$ cat config.mk
export PLATFORM = sky130hd
export DESIGN_NAME = lru_page_replacement
export DESIGN_NICKNAME = d
export VERILOG_FILES = /design/src/design/lrupr_pkg.sv /design/src/design/lru_page_replacement.sv /design/src/design/lrupr_cell.sv
export SDC_FILE = /design/constraint.sdc
export NUM_CORES = 1
export LEC_CHECK = 0
export BUFFER_PORTS_ARGS = -buffer_cell sky130_fd_sc_hd__buf_2
export CAP_MARGIN = 40
export CORE_ASPECT_RATIO = 1.2
export CORE_MARGIN = 2
export CORE_UTILIZATION = 40
export CTS_CLUSTER_SIZE = 12
export DETAILED_ROUTE_END_ITERATION = 10
export PLACE_DENSITY = 0.68
export REMOVE_ABC_BUFFERS = 1
export SETUP_SLACK_MARGIN = 0.1
export SLEW_MARGIN = 10
export SYNTH_ARGS = -nofsm -noshare
export SYNTH_HDL_FRONTEND = slang
export SYNTH_SLANG_ARGS = --single-unit
export TNS_END_PERCENT = 1
$ cat constraint.sdc
create_clock -name i_clk -period 6.91 [get_ports i_clk]
set_input_delay 0.691 -clock i_clk [delete_from_list [all_inputs] [get_ports i_clk]]
set_output_delay 0.691 -clock i_clk [all_outputs]
set_load 0.02 [all_outputs]
$ cat src/design/lrupr_pkg.sv
package lrupr_pkg;

    localparam int PAGE_W          = 20;
    localparam int CFG_W           = 4;
    localparam int OCC_OUT_W       = 4;
    localparam int TOTAL_W         = 32;
    localparam int DEF_MAX_FRAMES  = 8;

    localparam int S_TDATA_W       = 24;
    localparam int M_TDATA_W       = 56;
    localparam int M_TUSER_W       = 2;

    localparam int PADDR_W         = 3;
    localparam int PDATA_W         = 32;

    localparam logic [PADDR_W-1:0] ADDR_FRAMES_IN_USE = 3'd0;
    localparam logic [CFG_W-1:0]   FRAMES_RESET       = 4'd8;
    localparam logic [TOTAL_W-1:0] TOTAL_MAX          = '1;

    typedef struct packed {
        logic shift;
        logic load;
    } t_cell_ctl;

endpackage

$ cat src/design/lru_page_replacement.sv
// Channel   Dir  Handshake                          Word
// s_axis    in   i_s_axis_tvalid / o_s_axis_tready  tdata: page
// m_axis    out  o_m_axis_tvalid / i_m_axis_tready  tuser: hit, replaced;
//                                                   tdata: evicted_page,
//                                                   frames_occupied, replacement_total
// apb       in   psel / penable / pready            reg 0 frames_in_use at 0x0
//
// One reference per cycle when not stalled; the result word appears the next cycle.
// All cells compare the page in parallel and shift in the same cycle; the
// hit position ripples up the cell row as a prefix OR.
// The output register accepts a new word in the cycle its current word is taken.
// Synchronous active-low reset empties the stack and clears the counter.
module lru_page_replacement #(
    parameter int MAX_FRAMES = lrupr_pkg::DEF_MAX_FRAMES
) (
    input  logic                                i_clk,
    input  logic                                i_rst_n,
    input  logic                                i_s_axis_tvalid,
    output logic                                o_s_axis_tready,
    input  logic [lrupr_pkg::S_TDATA_W-1:0]     i_s_axis_tdata,   // [19:0] page
    output logic                                o_m_axis_tvalid,
    input  logic                                i_m_axis_tready,
    output logic [lrupr_pkg::M_TDATA_W-1:0]     o_m_axis_tdata,   // [19:0] evicted_page,
                                                                   // [23:20] frames_occupied,
                                                                   // [55:24] replacement_total
    output logic [lrupr_pkg::M_TUSER_W-1:0]     o_m_axis_tuser,   // [0] hit, [1] replaced
    input  logic                                psel,
    input  logic                                penable,
    input  logic                                pwrite,
    input  logic [lrupr_pkg::PADDR_W-1:0]       paddr,
    input  logic [lrupr_pkg::PDATA_W-1:0]       pwdata,
    output logic [lrupr_pkg::PDATA_W-1:0]       prdata,
    output logic                                pready
);

    localparam int OCC_W = $clog2(MAX_FRAMES + 1);
    localparam int PW    = lrupr_pkg::PAGE_W;

    logic [lrupr_pkg::CFG_W-1:0]   r_frames;
    logic [OCC_W-1:0]              r_occ;
    logic [OCC_W-1:0]              n_occ;
    logic [lrupr_pkg::TOTAL_W-1:0] r_total;
    logic [lrupr_pkg::TOTAL_W-1:0] n_total;

    logic                          r_out_valid;
    logic                          r_hit;
    logic                          r_repl;
    logic [PW-1:0]                 r_evict;
    logic [OCC_W-1:0]              r_occ_out;
    logic [lrupr_pkg::TOTAL_W-1:0] r_total_out;

    logic [OCC_W-1:0]              w_limit;
    logic [OCC_W-1:0]              w_tgt;
    logic [PW-1:0]                 w_in_page;
    logic                          w_accept;
    logic                          w_hit;
    logic                          w_append;
    logic                          w_repl;

    logic [PW-1:0]                 w_page  [MAX_FRAMES+1];
    logic                          w_seen  [MAX_FRAMES+1];
    lrupr_pkg::t_cell_ctl          w_ctl   [MAX_FRAMES];

    assign pready = 1'b1;
    assign prdata = (paddr == lrupr_pkg::ADDR_FRAMES_IN_USE)
                  ? lrupr_pkg::PDATA_W'(r_frames) : '0;

    always_ff @(posedge i_clk) begin
        if (!i_rst_n) begin
            r_frames <= lrupr_pkg::FRAMES_RESET;
        end else if (psel && penable && pwrite && pready
                     && paddr == lrupr_pkg::ADDR_FRAMES_IN_USE) begin
            r_frames <= pwdata[lrupr_pkg::CFG_W-1:0];
        end
    end

    // frame limit: zero acts as one, above MAX_FRAMES clamps
    always_comb begin
        if (r_frames == '0) begin
            w_limit = OCC_W'(1);
        end else if (32'(r_frames) > MAX_FRAMES) begin
            w_limit = OCC_W'(MAX_FRAMES);
        end else begin
            w_limit = OCC_W'(r_frames);
        end
    end

    assign w_in_page       = i_s_axis_tdata[PW-1:0];
    assign o_s_axis_tready = !r_out_valid || i_m_axis_tready;
    assign w_accept        = i_s_axis_tvalid && o_s_axis_tready;

    assign w_hit    = w_seen[MAX_FRAMES];
    assign w_append = !w_hit && (r_occ < w_limit);
    assign w_repl   = !w_hit && !w_append;
    assign w_tgt    = w_append ? r_occ : r_occ - OCC_W'(1);

    assign w_seen[0]          = 1'b0;
    assign w_page[MAX_FRAMES] = '0;

    for (genvar g = 0; g < MAX_FRAMES; g++) begin : g_cell
        always_comb begin
            w_ctl[g].load  = w_accept && (w_tgt == OCC_W'(g));
            w_ctl[g].shift = w_accept && (32'(r_occ) > g + 1)
                           && (w_hit ? w_seen[g+1] : w_repl);
        end

        lrupr_cell u_cell (
            .i_clk   (i_clk),
            .i_page  (w_in_page),
            .i_upper (w_page[g+1]),
            .i_valid (32'(r_occ) > g),
            .i_seen  (w_seen[g]),
            .i_ctl   (w_ctl[g]),
            .o_page  (w_page[g]),
            .o_seen  (w_seen[g+1])
        );
    end

    always_comb begin
        n_occ   = w_append ? r_occ + OCC_W'(1) : r_occ;
        n_total = r_total;
        if (w_repl && r_total != lrupr_pkg::TOTAL_MAX) begin
            n_total = r_total + lrupr_pkg::TOTAL_W'(1);
        end
    end

    always_ff @(posedge i_clk) begin
        if (!i_rst_n) begin
            r_occ       <= '0;
            r_total     <= '0;
            r_out_valid <= 1'b0;
        end else begin
            if (w_accept) begin
                r_occ       <= n_occ;
                r_total     <= n_total;
                r_out_valid <= 1'b1;
            end else if (i_m_axis_tready) begin
                r_out_valid <= 1'b0;
            end
        end
    end

    always_ff @(posedge i_clk) begin
        if (w_accept) begin
            r_hit       <= w_hit;
            r_repl      <= w_repl;
            r_evict     <= w_repl ? w_page[0] : '0;
            r_occ_out   <= n_occ;
            r_total_out <= n_total;
        end
    end

    assign o_m_axis_tvalid = r_out_valid;
    assign o_m_axis_tuser  = {r_repl, r_hit};
    assign o_m_axis_tdata  = {r_total_out,
                              lrupr_pkg::OCC_OUT_W'(32'(r_occ_out)),
                              r_evict};

endmodule

$ cat src/design/lrupr_cell.sv
module lrupr_cell (
    input  logic                            i_clk,
    input  logic [lrupr_pkg::PAGE_W-1:0]    i_page,
    input  logic [lrupr_pkg::PAGE_W-1:0]    i_upper,
    input  logic                            i_valid,
    input  logic                            i_seen,
    input  lrupr_pkg::t_cell_ctl            i_ctl,
    output logic [lrupr_pkg::PAGE_W-1:0]    o_page,
    output logic                            o_seen
);

    logic [lrupr_pkg::PAGE_W-1:0] r_page;
    logic [lrupr_pkg::PAGE_W-1:0] n_page;
    logic                         w_match;

    assign w_match = i_valid && (r_page == i_page);
    assign o_seen  = i_seen || w_match;
    assign o_page  = r_page;

    always_comb begin
        n_page = r_page;
        if (i_ctl.load) begin
            n_page = i_page;
        end else if (i_ctl.shift) begin
            n_page = i_upper;
        end
    end

    always_ff @(posedge i_clk) begin
        r_page <= n_page;
    end

endmodule

# Word level (Yosys, flattened, before mapping)
# Index checks and enable logic that the tools add are counted.
# W data, S select, Z words.
# totals
elab_cells	141
ram_bits	0
reg_bits	259
input_bits	66
out_inout_bits	93
mem_count	0
latchBits	0
rom_bits	0
# classes
n_lt_le_gt_ge	11
eq_ne	16
reduce_logical	62
bitwise_logic	0
shift	0
muxes	32
n_mul	0
div	0
add_sub_neg	3
# ops
cell	count
$mux W20	16
$eq A20 B20 Y1	8
$logic_and A1 B1 Y1	39
$add A32 B1 Y32 const B	1
$mux W32	1
$ne A32 B32 Y1 const B	1
$mux W4	5
$reduce_bool A2 Y1	9
$eq A4 B3 Y1 const B	4
$gt A4 B3 Y1 const B	4
$mux W1	10
$eq A4 B2 Y1 const B	2
$gt A4 B1 Y1 const B	2
$gt A4 B2 Y1 const B	2
$gt A4 B4 Y1 const B	2
$logic_not A4 Y1	2
$logic_or A1 B1 Y1	8
$add A4 B1 Y4 const B	1
$eq A4 B1 Y1 const B	1
$lt A4 B4 Y1	1
$sub A4 B1 Y4 const B	1
$logic_not A1 Y1	3
$logic_not A3 Y1	1

# Longest topological paths before layout
# depth
word_depth	17
mapped_depth	15
depth_no_buf	12

# Hierarchy
# A second synthesis with hierarchy kept.
# unflattened
hier_cells	1105
hier_area_um2	13893.3
# by_module_without_submodules
mod	n_inst	seq_area_each_um2	cells_each	area_per_inst_um2
lrupr_cell	8	600.6	70	1063.5
lru_page_replacement	1	2562.5	545	5385.2

# Worst setup path after synthesis
# Ideal clock, no wire load.
# synth_path
path_kind	register to register
startpoint	reg r_occ[0]
endpoint	reg g_cell[2].u_cell.r_page (netlist bit g_cell[2].u_cell.o_page[0]) (enable)
synth_period_minus_slack_ps	4358
setup_time_ps	401
arrival_ps	3957
path_stages_with_launch	14
slack_ps	2552
required_ps	6509
n_path_buf	2
cell_sequence	dfxtp_1 buf_2 clkinv_1 ha_1 nor2_1 nor3_1 or4_1 or4_4 nand3b_2 nor3_2 buf_6 nor2_1 o21ai_0 o21bai_1
# synth_between
elab_chain_cells	16
elab_cells_between_ends	36
classes_between	add/sub: 1; order compare: 9; eq/ne: 1; mux: 2; reduce/logical: 23
# synth_lines
item	line	source
from (decl)	lru_page_replacement.sv:40	logic [OCC_W-1:0] r_occ;
from (signal assigned)	lru_page_replacement.sv:134	r_occ <= n_occ;
parallel branches: the longest is 15 deep, another holds $gt A4 B1 Y1	-	
$reduce_bool A2 Y1 (no source line) (*)	-	
to (signal assigned)	lrupr_cell.sv:30	r_page <= n_page;
to (decl)	lrupr_cell.sv:12	logic [lrupr_pkg::PAGE_W-1:0] r_page;
# Every way passes the cells marked *.
# A chain may end at the register's enable or synchronous reset.

# Worst setup path in the final report
# layout_path
startpoint	reg r_occ[0]
endpoint	reg r_total_out[12] in the netlist's numbering (data pin)
# layout_between
elab_chain_cells	15
elab_cells_between_ends	30
classes_between	order compare: 9; mux: 1; reduce/logical: 20
# layout_lines
item	line	source
$gt A4 B1 Y1	lru_page_replacement.sv:111	.i_valid (32'(r_occ) > g),
$logic_and A1 B1 Y1	lrupr_cell.sv:16	assign w_match = i_valid && (r_page == i_page);
$logic_or A1 B1 Y1 (7 in a row)	lrupr_cell.sv:17	assign o_seen = i_seen || w_match;
$logic_not A1 Y1	lru_page_replacement.sv:93, lru_page_replacement.sv:94	
$logic_and A1 B1 Y1	lru_page_replacement.sv:93	assign w_append = !w_hit && (r_occ < w_limit);
$logic_not A1 Y1	lru_page_replacement.sv:94	assign w_repl = !w_hit && !w_append;
$logic_and A1 B1 Y1 (*)	lru_page_replacement.sv:94	
$logic_and A1 B1 Y1 (*)	lru_page_replacement.sv:122	if (w_repl && r_total != lrupr_pkg::TOTAL_MAX) begin
$mux W32 (*)	lru_page_replacement.sv:122	
named net n_total (one bit)	lru_page_replacement.sv:43	logic [lrupr_pkg::TOTAL_W-1:0] n_total;
to (signal assigned)	lru_page_replacement.sv:149	r_total_out <= n_total;
to (decl)	lru_page_replacement.sv:50	logic [lrupr_pkg::TOTAL_W-1:0] r_total_out;
# Mark *: on every way through the listed nets, which the timed path passes. The rest lies on a longest branch.

==> qor.yml <==
status:
  status: "completed"
timing:
  rsz0062_at_grt: "false"
  tns_ns: 0
  max_freq_mhz: 197
  period_needed_ns: 5.06
  slew_headroom_pct: 42.8
  setup_violations: 0
  hold_viol_final: 0
  worst_clock_skew_ns: 0.0146
  tightest_slew_ns: 0.858
  report.final.slew_viol_count: 0
  period_share_pct: 73.3
  worst_slack_ns: 1.85
grt:
  grt_pass1_vias: 8372
  track_usage_pct: 14.7
  grt.busiest_layer: "met2"
  grt_max_degree: 39
  grt_first_pass_wirelength_mm: 43.7
  grt_antenna_before_repair: 0
  grt_overflow: 0
  use_met2_pct: 26.3
  met1_usage_pct: 17.9
  grtUsageMet3_pct: 1.99
clock_tree:
  clockBufferDepth: 3
  cts_buffers: 27
  postCtsSetupRepairBufs: 0
  cts.sinks: 259
  cts_tree: "built"
  clock_latency_ns: 0.55
  cts.reportedPaths.clkPinSlew_ns: 0.07
  root_buffer: "clkbuf_16"
  ctsHoldBuffers: 0
  htree_num_levels: 1
  cts_resized: 0
power_and_ir_drop:
  clockPowerShare_pct: 39.9
  p_int_mw: 2.60
  p_comb_share_pct: 8.6
  power_switching_uw: 812
  cellLeakagePower_nw: 5.83
  swShare_pct: 23.8
  ir_worst_vdd_v: 0.000182
  pwr_density_cell_nw_per_um2: 223
  pwr-share-seq_pct: 51.4
yosys:
  synth_top_flop_cell: "edfxtp_1"
  syn_inst: 1129
  synth_seq_cells: 259
  yosysUniqueCellTypes: 65
  synth_edf_count: 218
  avgSynthCellArea_sq_um: 12.3
  ys_seq_area_share_pct: 52.9
  yosys_warnings: 0
  async_reset_ff_share_pct: 0
  netlist_area_sq_um: 13900
final_layout:
  antennaDiodeCount: 0
  drive_gt1_share_pct: 21.9
  area_growth_pct: 10.1
  nNetsFinal: 1250
routing:
  ant_nets: 0
  vias: 8272
  firstDrtPassIters: 5
  via_per_inst: 5.00
  wirelength_mm: 27.2
  drt-initial-drc-count: 338
  route.detailed.drc: 0
  routedWlPerCell_microns: 16.5
placed_design:
  dpl_worst_slack_ns: 1.85
  port_buffers: 97
  dp_hpwl_mm: 19.7
  routabilityCongestion: 0.824
floorplan:
  start_util_pct: 40.8
  ioPinCount: 159
  die_h_microns: 208
  dieArea_sq_um: 36300
  die_x_microns: 174
  core_sq_um: 34200
  rows: 74
setup_path:
  arrival_ns: 5.34
  rrSetupSlack_ns: 1.85
  r2r_cells: 13
  crit-reg2reg-launch: "r_occ[0]"
  critPathKind: "register to register"
  worstPathMaxFanout: 24
  crit_required_ns: 7.18
  worstReg2RegEnd: "r_total_out[12]"
  cp-start-kind: "register"
  endpoint_kind: "register"
  crit_path_start: "r_occ[0]"
  critical_path.endpoint: "r_total_out[12]"
worst_hold_path:
  hold_start: "pwdata[3]"
  min_path_type: "primary input to register"
flow_run:
  maxCapViolCount: 0
power groups by stage:
stage / registers (mW) / clock network [mW] / logic (mW)
2_1_floorplan: 1.81 / 0 / 0.159
3_3_place_gp: 1.79 / 0 / 0.289
3_5_place_dp: 1.79 / 0 / 0.296
4_1_cts: 1.76 / 1.39 / 0.298
5_1_grt: 1.76 / 1.44 / 0.322
6_report: 1.76 / 1.36 / 0.295
worst max-delay path, cell delays in order, from the launching register on:
cell	delay, ns
dfxtp_1	0.58
clkinv_1	0.36
ha_1	0.44
nor2_1	0.19
nor3_1	0.13
or4_1	0.54
or4_4	0.59
and3b_4	0.23
nand3_1	0.07
buf_4	0.30
inv_1	0.31
nand2b_1	0.69
nor3_1	0.14
xor2_1	0.19
sequential cells by signal (all words and copies together), names as in the netlist:
register,count
r_repl,1
r_total_out,32
o_m_axis_tvalid,1
r_frames,4
g_cell.u_cell.o_page,160
r_evict,20
r_occ,4
r_total,32
r_occ_out,4
r_hit,1
synth_stat cells (3+ instances only):
master | n | area share [%]
xor2_1 | 113 | 7.1
nand4_1 | 31 | 1.4
edfxtp_1 | 218 | 47
inv_1 | 8 | 0.22
a31oi_1 | 3 | 0.13
o41ai_1 | 3 | 0.19
dfxtp_1 | 41 | 5.9
nand3_1 | 22 | 0.79
mux2_1 | 53 | 4.3
a21oi_1 | 7 | 0.25
o21bai_1 | 3 | 0.16
nor3_1 | 23 | 0.83
nor2_1 | 57 | 1.5
buf_6 | 4 | 0.32
a31o_2 | 4 | 0.25
buf_2 | 47 | 1.7
o21ai_0 | 4 | 0.14
nor4_1 | 38 | 1.7
nor2b_1 | 4 | 0.18
clkbuf_1 | 30 | 0.81
nor4b_1 | 3 | 0.19
ha_1 | 8 | 0.72
mux2_2 | 89 | 7.2
buf_4 | 39 | 2.1
a21o_1 | 5 | 0.27
and2_1 | 45 | 2.0
or2_2 | 3 | 0.13
and3_1 | 11 | 0.49
nand2b_1 | 14 | 0.63
nand2_1 | 43 | 1.2
mux2i_1 | 14 | 1.0
xnor2_1 | 102 | 6.4
per-stage QoR:
stage / util (%) / power [mW] / std cells / instance area [sq um] / hold WS [ns]
4_1_cts: 44.9 / 3.45 / 1653 / 15300 / 0.357
6_report: 44.9 / 3.41 / 1653 / 15300 / 0.373
2_1_floorplan: - / 1.97 / 1035 / 13300 / 0.467
3_3_place_gp: 42.4 / 2.08 / 1600 / 14500 / 0.479
5_1_grt: 44.9 / 3.53 / 1653 / 15300 / 0.388
3_5_place_dp: 42.5 / 2.09 / 1603 / 14500 / 0.501
per-layer routing:
layer	routed length, microns	vias to the layer above
li1	-	4039
met1	11300	3988
met2	14000	190
met3	1020	55
met4	864	0
met5	0	-
kinds of logic after synthesis:
| logic type | synth area share, % |
|---|---|
| and+or+nand+nor | 12.2 |
| DFF | 52.9 |
| xor gates and xnor gates | 13.5 |
| muxes | 12.6 |
| buffers and inverters | 5.19 |
| AOI/OAI and AO/OA | 2.79 |
| adders and majority gates | 0.718 |
| other | 0.0539 |
final cells by class:
type | instances | area, sq um
clock inverters | 4 | 38.8
repair buffers | 112 | 609
multi-input cells | 767 | 5940
fillers | 3050 | 18800
clock buffers | 46 | 777
inverters | 9 | 33.8
flip-flops and latches | 259 | 7370
well taps | 456 | 571
worst min-delay path by stage:
stage / end / depth (start not counted) / slack, ns
finish: r_frames[3] / 3 / 0.37
global route: o_m_axis_tvalid / 3 / 0.39
CTS: r_frames[3] / 3 / 0.36
detailed placement: r_total[12] / 2 / 0.50
global placement: r_total[16] / 2 / 0.48
floorplan: r_total[12] / 2 / 0.47
cell usage in the layout (no fill, tap or decap), types with 4 or more instances in the layout:
cell and count:
nor2b_1 4, nor4_1 38, xor2_1 113, edfxtp_1 218, clkbuf_16 27, nand2b_1 14, mux2i_1 14, nor2_1 57
nand2_1 43, ha_1 8, nor3_1 23, nand4_1 31, mux2_2 89, conb_1 29, o21ai_0 4, a21o_1 5
nand3_1 22, buf_4 13, mux2_1 53, a21oi_1 7, clkbuf_1 16, and3_1 11, and2_1 45, a31o_2 4
buf_2 97, dfxtp_1 41, inv_1 7, xnor2_1 102
Note: power is estimated with default switching activity, not from simulation.
